[config.mk]
export PLATFORM = sky130hd
export DESIGN_NAME = ethernet_ip_l4_header_parser
export DESIGN_NICKNAME = d
export VERILOG_FILES = /design/src/hw/rtl/ethl4_pkg.sv /design/src/hw/rtl/ethl4_capture.sv /design/src/hw/rtl/ethl4_check.sv /design/src/hw/rtl/ethernet_ip_l4_header_parser.sv
export SDC_FILE = /design/constraint.sdc
export NUM_CORES = 1
export LEC_CHECK = 0
export BUFFER_PORTS_ARGS = -buffer_cell sky130_fd_sc_hd__buf_2
export CORE_ASPECT_RATIO = 1.2
export CORE_MARGIN = 3
export CORE_UTILIZATION = 41
export DETAILED_ROUTE_END_ITERATION = 6
export GPL_TIMING_DRIVEN = 0
export REMOVE_ABC_BUFFERS = 1
export SYNTH_ARGS = -nofsm -noshare
export SYNTH_HDL_FRONTEND = slang
export SYNTH_HIERARCHICAL = 1
export SYNTH_SLANG_ARGS = --single-unit
export TNS_END_PERCENT = 10
[constraint.sdc]
create_clock -name clk -period 5.2 [get_ports clk]
set_clock_uncertainty 0.15 [all_clocks]
set_input_delay 0.26 -clock clk [delete_from_list [all_inputs] [get_ports clk]]
set_output_delay 0.26 -clock clk [all_outputs]
set_load 0.02 [all_outputs]
[src/hw/rtl/ethl4_pkg.sv]
// Shared types, constants and helpers for the Ethernet/IP/L4 header parser.
// No dependencies; imported by every module of the parser.
`default_nettype none

package ethl4_pkg;

  localparam int MAX_FRAME_DEF = 4096;

  localparam int ETH_HDR_BYTES   = 14;
  localparam int MIN_FRAME_BYTES = 34;
  localparam int IPV6_MIN_FRAME  = 54;
  localparam int TCP_MIN_BYTES   = 20;
  localparam int UDP_HDR_BYTES   = 8;
  localparam int IHL_MIN         = 5;
  localparam int DOFF_MIN        = 5;
  localparam int IP_VERSION_4    = 4;

  localparam int L4S_W = 7;   // L4 start is at most 14 + 15*4
  localparam int OFF_W = 13;  // payload offset / length width

  localparam logic [7:0]  PROTO_TCP = 8'd6;
  localparam logic [7:0]  PROTO_UDP = 8'd17;
  localparam logic [15:0] KIND_IPV4 = 16'h0800;
  localparam logic [15:0] KIND_IPV6 = 16'h86DD;

  typedef enum logic [2:0] {
    ST_OK        = 3'd0,
    ST_TOO_SHORT = 3'd1,
    ST_BAD_KIND  = 3'd2,
    ST_BAD_IP    = 3'd3,
    ST_BAD_TCP   = 3'd4,
    ST_TOO_LONG  = 3'd5
  } status_t;

  // Header fields captured across one frame
  typedef struct packed {
    logic [15:0] kind;
    logic [3:0]  ver;
    logic [3:0]  ihl;
    logic [7:0]  proto;
    logic [31:0] src_addr;
    logic [31:0] dst_addr;
    logic [3:0]  doff;
    logic [15:0] l4_sport;
    logic [15:0] l4_dport;
  } hdr_t;

  // Frame offset of the L4 header
  function automatic logic [L4S_W-1:0] l4_start(input logic [15:0] kind,
                                                input logic [3:0] ihl);
    logic [L4S_W-1:0] res;
    if (kind == KIND_IPV6) begin
      res = L4S_W'(ETH_HDR_BYTES + 40);
    end else begin
      res = L4S_W'(ETH_HDR_BYTES) + L4S_W'({ihl, 2'b00});
    end
    return res;
  endfunction

endpackage

`default_nettype wire

[src/hw/rtl/ethl4_capture.sv]
// Input beat register and per-frame header capture; hands a frame summary on.
// Depends on ethl4_pkg.
`default_nettype none

module ethl4_capture import ethl4_pkg::*; #(
  parameter int MAX_FRAME_BYTES = MAX_FRAME_DEF,
  localparam int POS_W = $clog2(MAX_FRAME_BYTES + 2)
) (
  input  wire logic             clk,
  input  wire logic             rst,
  input  wire logic             in_valid,
  output logic                  in_ready,
  input  wire logic [7:0]       frame_byte,
  input  wire logic             last_byte,
  output logic                  sum_valid,
  input  wire logic             sum_ready,
  output hdr_t                  sum_hdr,
  output logic [POS_W-1:0]      sum_len
);

  logic             buf_valid;
  logic [7:0]       buf_byte;
  logic             buf_last;
  logic             buf_go;
  logic             slot_free;

  logic [POS_W-1:0] pos;
  logic [POS_W-1:0] pos_next;
  hdr_t             hdr;
  hdr_t             hdr_next;

  logic             cap_en;
  logic             is4;
  logic             is6;
  logic [L4S_W-1:0] l4s;
  logic [POS_W-1:0] rel;

  assign slot_free = !sum_valid || sum_ready;
  // Only the closing beat needs room in the summary register
  assign buf_go    = buf_valid && (!buf_last || slot_free);
  assign in_ready  = !buf_valid || buf_go;

  assign cap_en   = pos <= POS_W'(MAX_FRAME_BYTES);
  assign pos_next = cap_en ? pos + POS_W'(1) : pos;
  assign is4      = hdr.kind == KIND_IPV4;
  assign is6      = hdr.kind == KIND_IPV6;
  assign l4s      = l4_start(hdr.kind, hdr.ihl);
  assign rel      = pos - POS_W'(l4s);

  always_comb begin
    hdr_next = hdr;
    if (cap_en) begin
      if (pos == POS_W'(12)) hdr_next.kind[15:8] = buf_byte;
      if (pos == POS_W'(13)) hdr_next.kind[7:0]  = buf_byte;
      if (pos == POS_W'(14)) begin
        hdr_next.ver = buf_byte[7:4];
        hdr_next.ihl = buf_byte[3:0];
      end
      if (is4) begin
        if (pos == POS_W'(23)) hdr_next.proto = buf_byte;
        if (pos >= POS_W'(26) && pos <= POS_W'(29)) begin
          hdr_next.src_addr = {hdr.src_addr[23:0], buf_byte};
        end
        if (pos >= POS_W'(30) && pos <= POS_W'(33)) begin
          hdr_next.dst_addr = {hdr.dst_addr[23:0], buf_byte};
        end
      end else if (is6) begin
        if (pos == POS_W'(20)) hdr_next.proto = buf_byte;
        if (pos >= POS_W'(22) && pos <= POS_W'(25)) begin
          hdr_next.src_addr = {hdr.src_addr[23:0], buf_byte};
        end
        if (pos >= POS_W'(38) && pos <= POS_W'(41)) begin
          hdr_next.dst_addr = {hdr.dst_addr[23:0], buf_byte};
        end
      end
      if (pos > POS_W'(ETH_HDR_BYTES) && pos >= POS_W'(l4s)) begin
        if (rel <= POS_W'(1)) begin
          hdr_next.l4_sport = {hdr.l4_sport[7:0], buf_byte};
        end else if (rel <= POS_W'(3)) begin
          hdr_next.l4_dport = {hdr.l4_dport[7:0], buf_byte};
        end else if (rel == POS_W'(12)) begin
          hdr_next.doff = buf_byte[7:4];
        end
      end
    end
  end

  always_ff @(posedge clk) begin
    if (rst) begin
      buf_valid <= 1'b0;
      pos       <= '0;
      hdr       <= '0;
      sum_valid <= 1'b0;
    end else begin
      if (in_ready) begin
        buf_valid <= in_valid;
      end
      if (buf_go) begin
        if (buf_last) begin
          pos <= '0;
          hdr <= '0;
        end else begin
          pos <= pos_next;
          hdr <= hdr_next;
        end
      end
      if (buf_go && buf_last) begin
        sum_valid <= 1'b1;
      end else if (sum_ready) begin
        sum_valid <= 1'b0;
      end
    end
  end

  always_ff @(posedge clk) begin
    if (in_ready) begin
      buf_byte <= frame_byte;
      buf_last <= last_byte;
    end
    if (buf_go && buf_last) begin
      sum_hdr <= hdr_next;
      sum_len <= pos_next;
    end
  end

endmodule

`default_nettype wire

[src/hw/rtl/ethl4_check.sv]
// Frame checks on the captured summary and the result register.
// Depends on ethl4_pkg.
`default_nettype none

module ethl4_check import ethl4_pkg::*; #(
  parameter int MAX_FRAME_BYTES = MAX_FRAME_DEF,
  localparam int POS_W = $clog2(MAX_FRAME_BYTES + 2)
) (
  input  wire logic             clk,
  input  wire logic             rst,
  input  wire logic             sum_valid,
  output logic                  sum_ready,
  input  wire hdr_t             sum_hdr,
  input  wire logic [POS_W-1:0] sum_len,
  output logic                  out_valid,
  input  wire logic             out_ready,
  output logic [2:0]            status,
  output logic                  is_ipv6,
  output logic [31:0]           source_address,
  output logic [31:0]           dest_address,
  output logic [7:0]            l4_protocol,
  output logic [15:0]           source_port,
  output logic [15:0]           dest_port,
  output logic [OFF_W-1:0]      payload_offset,
  output logic [OFF_W-1:0]      payload_length
);

  logic             is4;
  logic             is6;
  logic [L4S_W-1:0] l4s;
  logic [POS_W-1:0] l4len;
  logic [POS_W-1:0] doff_bytes;
  status_t          st;
  logic [15:0]      sp;
  logic [15:0]      dp;
  logic [OFF_W-1:0] off;
  logic [POS_W-1:0] plen;

  assign sum_ready  = !out_valid || out_ready;
  assign is4        = sum_hdr.kind == KIND_IPV4;
  assign is6        = sum_hdr.kind == KIND_IPV6;
  assign l4s        = l4_start(sum_hdr.kind, sum_hdr.ihl);
  assign l4len      = sum_len - POS_W'(l4s);
  assign doff_bytes = POS_W'({sum_hdr.doff, 2'b00});

  always_comb begin
    st   = ST_OK;
    sp   = '0;
    dp   = '0;
    off  = OFF_W'(l4s);
    plen = l4len;
    if (sum_len > POS_W'(MAX_FRAME_BYTES)) begin
      st = ST_TOO_LONG;
    end else if (sum_len < POS_W'(MIN_FRAME_BYTES)) begin
      st = ST_TOO_SHORT;
    end else if (is4 && (sum_hdr.ver != 4'(IP_VERSION_4) || sum_hdr.ihl < 4'(IHL_MIN) ||
                         POS_W'({sum_hdr.ihl, 2'b00}) >
                         sum_len - POS_W'(ETH_HDR_BYTES))) begin
      st = ST_BAD_IP;
    end else if (is6 && sum_len < POS_W'(IPV6_MIN_FRAME)) begin
      st = ST_TOO_SHORT;
    end else if (!is4 && !is6) begin
      st = ST_BAD_KIND;
    end else if (sum_hdr.proto == PROTO_TCP && l4len >= POS_W'(TCP_MIN_BYTES)) begin
      if (sum_hdr.doff < 4'(DOFF_MIN) || doff_bytes > l4len) begin
        st = ST_BAD_TCP;
      end else begin
        sp   = sum_hdr.l4_sport;
        dp   = sum_hdr.l4_dport;
        off  = OFF_W'(l4s) + OFF_W'({sum_hdr.doff, 2'b00});
        plen = l4len - doff_bytes;
      end
    end else if (sum_hdr.proto == PROTO_UDP && l4len >= POS_W'(UDP_HDR_BYTES)) begin
      sp   = sum_hdr.l4_sport;
      dp   = sum_hdr.l4_dport;
      off  = OFF_W'(l4s) + OFF_W'(UDP_HDR_BYTES);
      plen = l4len - POS_W'(UDP_HDR_BYTES);
    end
  end

  always_ff @(posedge clk) begin
    if (rst) begin
      out_valid <= 1'b0;
    end else if (sum_ready) begin
      out_valid <= sum_valid;
    end
  end

  // Error results carry only the status
  always_ff @(posedge clk) begin
    if (sum_ready && sum_valid) begin
      status <= st;
      if (st == ST_OK) begin
        is_ipv6        <= is6;
        source_address <= sum_hdr.src_addr;
        dest_address   <= sum_hdr.dst_addr;
        l4_protocol    <= sum_hdr.proto;
        source_port    <= sp;
        dest_port      <= dp;
        payload_offset <= off;
        payload_length <= OFF_W'(plen);
      end else begin
        is_ipv6        <= 1'b0;
        source_address <= '0;
        dest_address   <= '0;
        l4_protocol    <= '0;
        source_port    <= '0;
        dest_port      <= '0;
        payload_offset <= '0;
        payload_length <= '0;
      end
    end
  end

endmodule

`default_nettype wire

[src/hw/rtl/ethernet_ip_l4_header_parser.sv]
// Top level of the Ethernet/IPv4/IPv6/TCP/UDP header parser.
// Depends on ethl4_pkg, ethl4_capture, ethl4_check.
//
//   channel | signals                            | beat
//   --------+------------------------------------+---------------------------------
//   in      | in_valid / in_ready                | one frame byte, last_byte marks end
//   out     | out_valid / out_ready              | one result per frame
//
// One byte per cycle unless a closing byte finds the summary register full; each
// byte passes the input register and one capture step. The last byte loads the
// input register when it is taken; the frame's summary then moves on through the
// summary register to the result register, which presents the result.
// Reset clears the byte count, captured header and all valid flags.
// A stalled result holds the summary register; bytes keep flowing until the
// next closing byte finds that register still full.
`default_nettype none

module ethernet_ip_l4_header_parser import ethl4_pkg::*; #(
  parameter int MAX_FRAME_BYTES = MAX_FRAME_DEF
) (
  input  wire logic              clk,
  input  wire logic              rst,
  input  wire logic              in_valid,
  output logic                   in_ready,
  input  wire logic [7:0]        frame_byte,
  input  wire logic              last_byte,
  output logic                   out_valid,
  input  wire logic              out_ready,
  output logic [2:0]             status,
  output logic                   is_ipv6,
  output logic [31:0]            source_address,
  output logic [31:0]            dest_address,
  output logic [7:0]             l4_protocol,
  output logic [15:0]            source_port,
  output logic [15:0]            dest_port,
  output logic [OFF_W-1:0]       payload_offset,
  output logic [OFF_W-1:0]       payload_length
);

  localparam int POS_W = $clog2(MAX_FRAME_BYTES + 2);

  logic             sum_valid;
  logic             sum_ready;
  hdr_t             sum_hdr;
  logic [POS_W-1:0] sum_len;

  ethl4_capture #(.MAX_FRAME_BYTES(MAX_FRAME_BYTES)) u_capture (
    .clk        (clk),
    .rst        (rst),
    .in_valid   (in_valid),
    .in_ready   (in_ready),
    .frame_byte (frame_byte),
    .last_byte  (last_byte),
    .sum_valid  (sum_valid),
    .sum_ready  (sum_ready),
    .sum_hdr    (sum_hdr),
    .sum_len    (sum_len)
  );

  ethl4_check #(.MAX_FRAME_BYTES(MAX_FRAME_BYTES)) u_check (
    .clk            (clk),
    .rst            (rst),
    .sum_valid      (sum_valid),
    .sum_ready      (sum_ready),
    .sum_hdr        (sum_hdr),
    .sum_len        (sum_len),
    .out_valid      (out_valid),
    .out_ready      (out_ready),
    .status         (status),
    .is_ipv6        (is_ipv6),
    .source_address (source_address),
    .dest_address   (dest_address),
    .l4_protocol    (l4_protocol),
    .source_port    (source_port),
    .dest_port      (dest_port),
    .payload_offset (payload_offset),
    .payload_length (payload_length)
  );

endmodule

`default_nettype wire

# [Word level (Yosys, flattened, before mapping)]
# Cells that the tools add are included.
[classes] n_eq_ne=13 reduce_logical=29 n_addsub=10 muxes=55 bitwise_logic=1 order_cmp=22
[ops] operator="2-to-1 mux 132 bit" count=2
[ops] operator="2-to-1 mux 13 bit" count=13
[ops] operator="2-to-1 mux 16 bit" count=9
[ops] operator="2-to-1 mux 72 bit" count=2
[ops] operator="2-to-1 mux 32 bit" count=4
[ops] operator="equality test 13 x 4 -> 1 bit (second input constant)" count=4
[ops] operator=">= comparator 13 x 5 -> 1 bit (second input constant)" count=4
[ops] operator="2-to-1 mux 7 bit" count=7
[ops] operator="2-to-1 mux 8 bit" count=5
[ops] operator="2-to-1 mux 36 bit" count=1
[ops] operator="equality test 16 x 12 -> 1 bit (second input constant)" count=2
[ops] operator="equality test 16 bit (second input constant)" count=2
[ops] operator="equality test 13 x 5 -> 1 bit (second input constant)" count=2
[ops] operator="> comparator 6 x 13 -> 1 bit" count=2
[ops] operator="less-or-equal comparator 13 x 5 -> 1 bit (second input constant)" count=2
[ops] operator="less-or-equal comparator 13 x 6 -> 1 bit (second input constant)" count=2
[ops] operator="less-than comparator 13 x 6 -> 1 bit (second input constant)" count=2
[ops] operator="subtractor 13 x 4 -> 13 bit (second input constant)" count=2
[ops] operator="subtractor 13 x 7 -> 13 bit" count=2
[ops] operator="2-to-1 mux 3 bit" count=7
[ops] operator="adder 4 x 6 -> 7 bit (first input constant)" count=2
[ops] operator="adder 13 x 1 -> 13 bit (second input constant)" count=1
[ops] operator=">= comparator 13 x 4 -> 1 bit (second input constant)" count=1
[ops] operator=">= comparator 13 x 6 -> 1 bit (second input constant)" count=1
[ops] operator="22 further kinds" count=49
[word_totals] regBits=436 output_inout_bits=136 wordCells=165 input_bits=13

# [Logic depth before layout (Yosys ltp)]
[logic_depth] ltp_word=15 mapped_depth=21 mapped_depth_nobuf=18

# [Cells and area by module]
# The synthesis kept the hierarchy.
[by_module_without_submodules] module="ethl4_capture" cells_per_inst=978 area_each_um2=12537.0 seq_area_each_um2=7567.3 instances=1
[by_module_without_submodules] module="ethl4_check" cells_per_inst=557 area_each_um2=6677.7 seq_area_each_um2=3863.7 instances=1

# [Worst setup path before layout]
# OpenSTA, ideal clock, no wires.
[synth_timing] path_type="register to register" startpoint="register u_capture.buf_last" endpoint="register, netlist name u_capture/sum_hdr[0]" required_ns=4.527 slack_ns=0.001 stages_incl_launch_ff=5 arrival_ns=4.525 synth_period_minus_slack_ns=5.199 path_buffers=3 setup_ns=0.523 path_cell_list="edfxtp_1 > clkbuf_1 > clkbuf_1 > clkbuf_1 > and3_1"
[synth_via] elab_chain_len=4
[synth_rtl] element="start, declared" line="ethl4_capture.sv:23" text="logic buf_last;"
[synth_rtl] element="start signal, assigned" line="ethl4_capture.sv:118" text="buf_last <= last_byte;"
[synth_rtl] element="zero test 1 bit" line="ethl4_capture.sv:40" text="assign buf_go = buf_valid && (!buf_last || slot_free);"
[synth_rtl] element="logical OR 1 bit" line="ethl4_capture.sv:40"
[synth_rtl] element="logical AND 1 bit" line="ethl4_capture.sv:40"
[synth_rtl] element="logical AND 1 bit (*)" line="ethl4_capture.sv:120" text="if (buf_go && buf_last) begin"
# Every way passes the cells marked *; elsewhere a longest branch is shown, timed or not.
# A chain may end at the register's enable or synchronous reset.

# [Final worst setup path]
[layout_timing] startpoint="register, netlist name u_capture/sum_hdr[117]" endpoint="register u_check.dest_port[5] (data pin)"
[layout_via] elab_chain_len=15 word_cells_on_any_way=28 classes_between="add/sub (1); order compare (3); eq/ne (2); mux (11); bitwise (1); reduce/logical (10)"
[layout_rtl] element="equality test 16 bit" line="ethl4_pkg.sv:52, ethl4_check.sv:41"
[layout_rtl] element="2-to-1 mux 7 bit" line="ethl4_pkg.sv:52" text="if (kind == KIND_IPV6) begin"
[layout_rtl] element="subtractor 13 x 7 -> 13 bit" line="ethl4_check.sv:43" text="assign l4len = sum_len - POS_W'(l4s);"
[layout_rtl] element="> comparator 6 x 13 -> 1 bit" line="ethl4_check.sv:65" text="if (sum_hdr.doff < 4'(DOFF_MIN) || doff_bytes > l4len) begin"
[layout_rtl] element="logical OR 1 bit" line="ethl4_check.sv:65"
[layout_rtl] element="2-to-1 mux 3 bit" line="ethl4_check.sv:65"
[layout_rtl] element="2-to-1 mux 3 bit" line="ethl4_check.sv:64" text="end else if (sum_hdr.proto == PROTO_TCP && l4len >= POS_W'(TCP_MIN_BYTES)) begin"
[layout_rtl] element="2-to-1 mux 3 bit" line="ethl4_check.sv:62" text="end else if (!is4 && !is6) begin"
[layout_rtl] element="2-to-1 mux 3 bit" line="ethl4_check.sv:60" text="end else if (is6 && sum_len < POS_W'(IPV6_MIN_FRAME)) begin"
[layout_rtl] element="2-to-1 mux 3 bit" line="ethl4_check.sv:56" text="end else if (is4 && (sum_hdr.ver != 4'(IP_VERSION_4) || sum_hdr.ihl < 4'(IHL_MIN) ||"
[layout_rtl] element="2-to-1 mux 3 bit" line="ethl4_check.sv:54" text="end else if (sum_len < POS_W'(MIN_FRAME_BYTES)) begin"
[layout_rtl] element="2-to-1 mux 3 bit" line="ethl4_check.sv:52" text="if (sum_len > POS_W'(MAX_FRAME_BYTES)) begin"
[layout_rtl] element="zero test 3 bit" line="ethl4_check.sv:93" text="if (st == ST_OK) begin"
[layout_rtl] element="inverter 1 bit (no line)"
[layout_rtl] element="OR reduction 6 bit (no line)"
[layout_rtl] element="end signal, assigned" line="ethl4_check.sv:99" text="dest_port <= dp;"
[layout_rtl] element="end, declared" line="ethl4_check.sv:23" text="output logic [15:0] dest_port,"
# Several ways; a longest one is shown, not always the timed one.

==> metrics.md <==
| Metric | Value |
|---|---|
| Outcome | finished, final reports clean |
| Post-Layout Inst Area | 0.0224 sq mm |
| Seq/Total Area, Yosys | 59.5% |
| Clock-pin slew of the registers on the worst-case setup and hold paths | 0.06 ns |
| Hold path cells | 2 |
| Die W | 204 um |
| Tightest Hold Check Type | input pin to register |
| Final slew viol count | 0 |
| Detail Placement HPWL | 28.1 mm |
| Crit. Startpoint | u_capture/sum_hdr[117] |
| Hold path start | frame_byte[0] |
| Longest Clk Path Bufs | 3 |
| Starting Density | 41.6% |
| Main synth FF type | edfxtp_1 |
| Clk sinks | 430 |
| Worst EP required | 5.35 ns |
| Reg2reg setup slack | 0.16 ns |
| Post-synth top cells | 282 x edfxtp_1, 148 x dfxtp_1, 121 x mux2_2 |
| Async SR Flop Fraction | 0% |
| Most frequent cell after synthesis | edfxtp_1 |
| WP data arrival | 5.19 ns |
| Leak Pwr | 8.28 nW |
| Slew headroom | 15.4% |
| Clk_lat worst skew | 0.55 ns |
| Number of remaining DRC errors | 0 |
| Port Buf Inserts | 142 |
| CP Depth | 15 |
| Io pins | 149 |
| Yosys warns | 6 |
| Initial antenna violation count | 0 |
| TritonRoute pass-1 iters | 7 |
| Syn Area/Cell | 12.5 sq um |
| Non-filler cells, final | 2324 |
| Final min period | 5.04 ns |
| Share of cells above drive strength 1 | 25.4% |
| Final hold slack | 0.270 ns |
| Achievable Freq | 199 MHz |
| Synthesized instance count | 1535 |
| All-Layer GR Usage | 17.2% |
| Share of the synthesized area in the top cell type | 44.1% |
| Finish-stage setup viols | 0 |
| Root Driver | clkbuf_16 |
| Max-cap check violation count | 0 |
| Fin. Hold Viols | 0 |
| R2R depth | 15 |
| Worst Path Buf+Inv | 2 |
| Critical path class | register to register |
| Crit-path max FO | 16 |
| Crit share post-route | 96.9% |
| Critical path launch point type | register |
| Number of synthesized flops with an enable pin | 282 |
| 1st-iter DRT viols | 855 |
| Reg2reg end | u_check/dest_port[5] |
| Util after Layout | 48.6% |
| Avg Vias per Cell | 5.37 |
| Synth top area cells | edfxtp_1 44%, dfxtp_1 15%, mux2_2 7.1% |
| P per Cell Area | 318 mW/mm^2 |
| Core Area | 0.0462 sq mm |
| Antenna Nets Post-Route | 0 |
| Worst stage delay on the critical path | 0.63 ns |
| Die area | 0.0495 sq mm |
| H-tree depth | 2 |
| Worst slew pin tran | 1.27 ns |
| Placed insts | 2207 |
| CTS tree | yes |
| Worst IR Drop VDD | 0.250 mV |
| FP Rows | 86 |
| Antenna cell count | 0 |
| Final Wtd Congestion | 0.870 |
| Most frequent CP cell | or4_4 |
| Placed Instance Area | 0.0204 sq mm |
| Pre-CTS setup slack | -1.28 ns |
| DR vias | 12.5k |
| Grt ovf | 0 |
| Yosys cell types | 95 |
| DR WL/cell | 18.7 um |
| FF-to-FF Start | u_capture/sum_hdr[117] |
| Top cell type by total area after synthesis | edfxtp_1 |
| Fill count | 4024 |
| WL final | 43.6 mm |
| Min-Delay Endpoint | u_capture/buf_byte[0] |
| Area Growth Syn to Fin | 16.8% |
| Final #Nets | 1728 |
| CP max-delay cell | or4_4 |
| Mapped Area | 0.0192 sq mm |
| Final worst slack | 0.163 ns |
| #FFs+latches synth | 430 |
| CP cell instances | or4_4 > or4_4 > nand3_1 > ha_1 > o211ai_1 > nor2_1 > a2111oi_2 > xnor2_2 > nor4b_4 > buf_4 > a32o_2 > a211o_4 > nor2_4 > buf_12 > and2_1 |
| First-pass GRT wire length | 68.2 mm |
| Cts bufs inserted | 42 |
| Vias in the first global route | 12.1k |
| CP delay by family, top | simple AND/OR/NAND/NOR gates |
| Die height | 243 um |
| Largest net degree at the start of global routing | 77 |
| Setup crit end kind | register |
metrics by stage:
step	power (W)	TNS [ns]
after floorplan	0.00391	0
after global placement	0.00402	-489.61
after detailed placement	0.00402	-126.23
after CTS	0.00720	0
after global routing	0.00737	-0.0482
final	0.00713	0
registers in the layout (all words and copies together) (netlist names):
register and flops:
u_capture/buf_byte 8, u_capture/buf_last 1, u_capture/buf_valid 1, u_capture/hdr 132, u_capture/pos 13, u_capture/sum_hdr 132
u_capture/sum_len 13, u_capture/sum_valid 1, u_check/dest_address 32, u_check/dest_port 16, u_check/is_ipv6 1, u_check/l4_protocol 8
u_check/out_valid 1, u_check/payload_length 13, u_check/payload_offset 7, u_check/source_address 32, u_check/source_port 16, u_check/status 3
routing by layer:
| metal | wire (um) | vias up | GRT usage [%] |
|---|---|---|---|
| li1 | - | 6053 | - |
| met1 | 18800 | 6089 | 22.3 |
| met2 | 21900 | 288 | 30.0 |
| met3 | 1790 | 54 | 2.15 |
| met4 | 1070 | 0 | 5.27 |
| met5 | 0 | - | 0 |
how the worst max path moves through the flow:
stage / endpoint
5_1_grt: u_check/dest_port[8]
3_3_place_gp: u_capture/sum_hdr[96]
4_1_cts: u_check/dest_port[14]
6_report: u_check/dest_port[5]
3_5_place_dp: u_check/dest_port[14]
2_1_floorplan: u_check/dest_address[0]
area by class of cell:
type / instances / area, sq um / share of cell area, %
Clock inverter: 25 / 309 / 1.38
Clock buffer: 53 / 1150 / 5.14
Multi-Input combinational cell: 971 / 7350 / 32.8
Timing Repair Buffer: 190 / 1260 / 5.62
Inverter: 39 / 163 / 0.725
Tap cell: 616 / 771 / 3.44
Sequential cell: 430 / 11400 / 50.9
power by group:
group | leakage, nW | total [W] | switching, W | internal [W]
logic | 3.70 | 0.000286 | 0.000192 | 0.0000937
registers | 3.86 | 0.00369 | 0.0000409 | 0.00365
clock network | 0.717 | 0.00315 | 0.00131 | 0.00185
cells in the final DEF (no fill, tap or decap), drive strengths merged, types with 41 or more instances in the layout:
cell    instances
a21oi          55
a22o           59
and2          117
buf           179
clkbuf         53
dfxtp         148
edfxtp        282
inv            41
mux2          122
nand2          71
nor2           89
o21ai          46
kinds of logic (layout without fill, tap and decap cells):
family | after synthesis | in the layout | synth area share, %
DFF | 430 | 430 | 59.5
and+or+nand+nor | 455 | 456 | 13.3
adders and majority gates | 41 | 41 | 2.79
AOI/OAI and AO/OA | 310 | 311 | 12.2
buffers and inverters | 141 | 307 | 3.52
muxes | 122 | 122 | 7.17
other | 1 | 6 | 0.0195
xor gates and xnor gates | 35 | 35 | 1.60
what timing repair did:
| action | CTS | global route |
|---|---|---|
| hold buffers | 11 | 0 |
| gates resized for setup | 27 | 18 |
| buffers inserted | 17 | 9 |
| cloned | 2 | 0 |
| pin swaps | 10 | 12 |
| endpoints found under the setup margin | 126 | 126 |
| hold endpoints to repair | 11 | 0 |
Power figures use the tool's default switching activity.
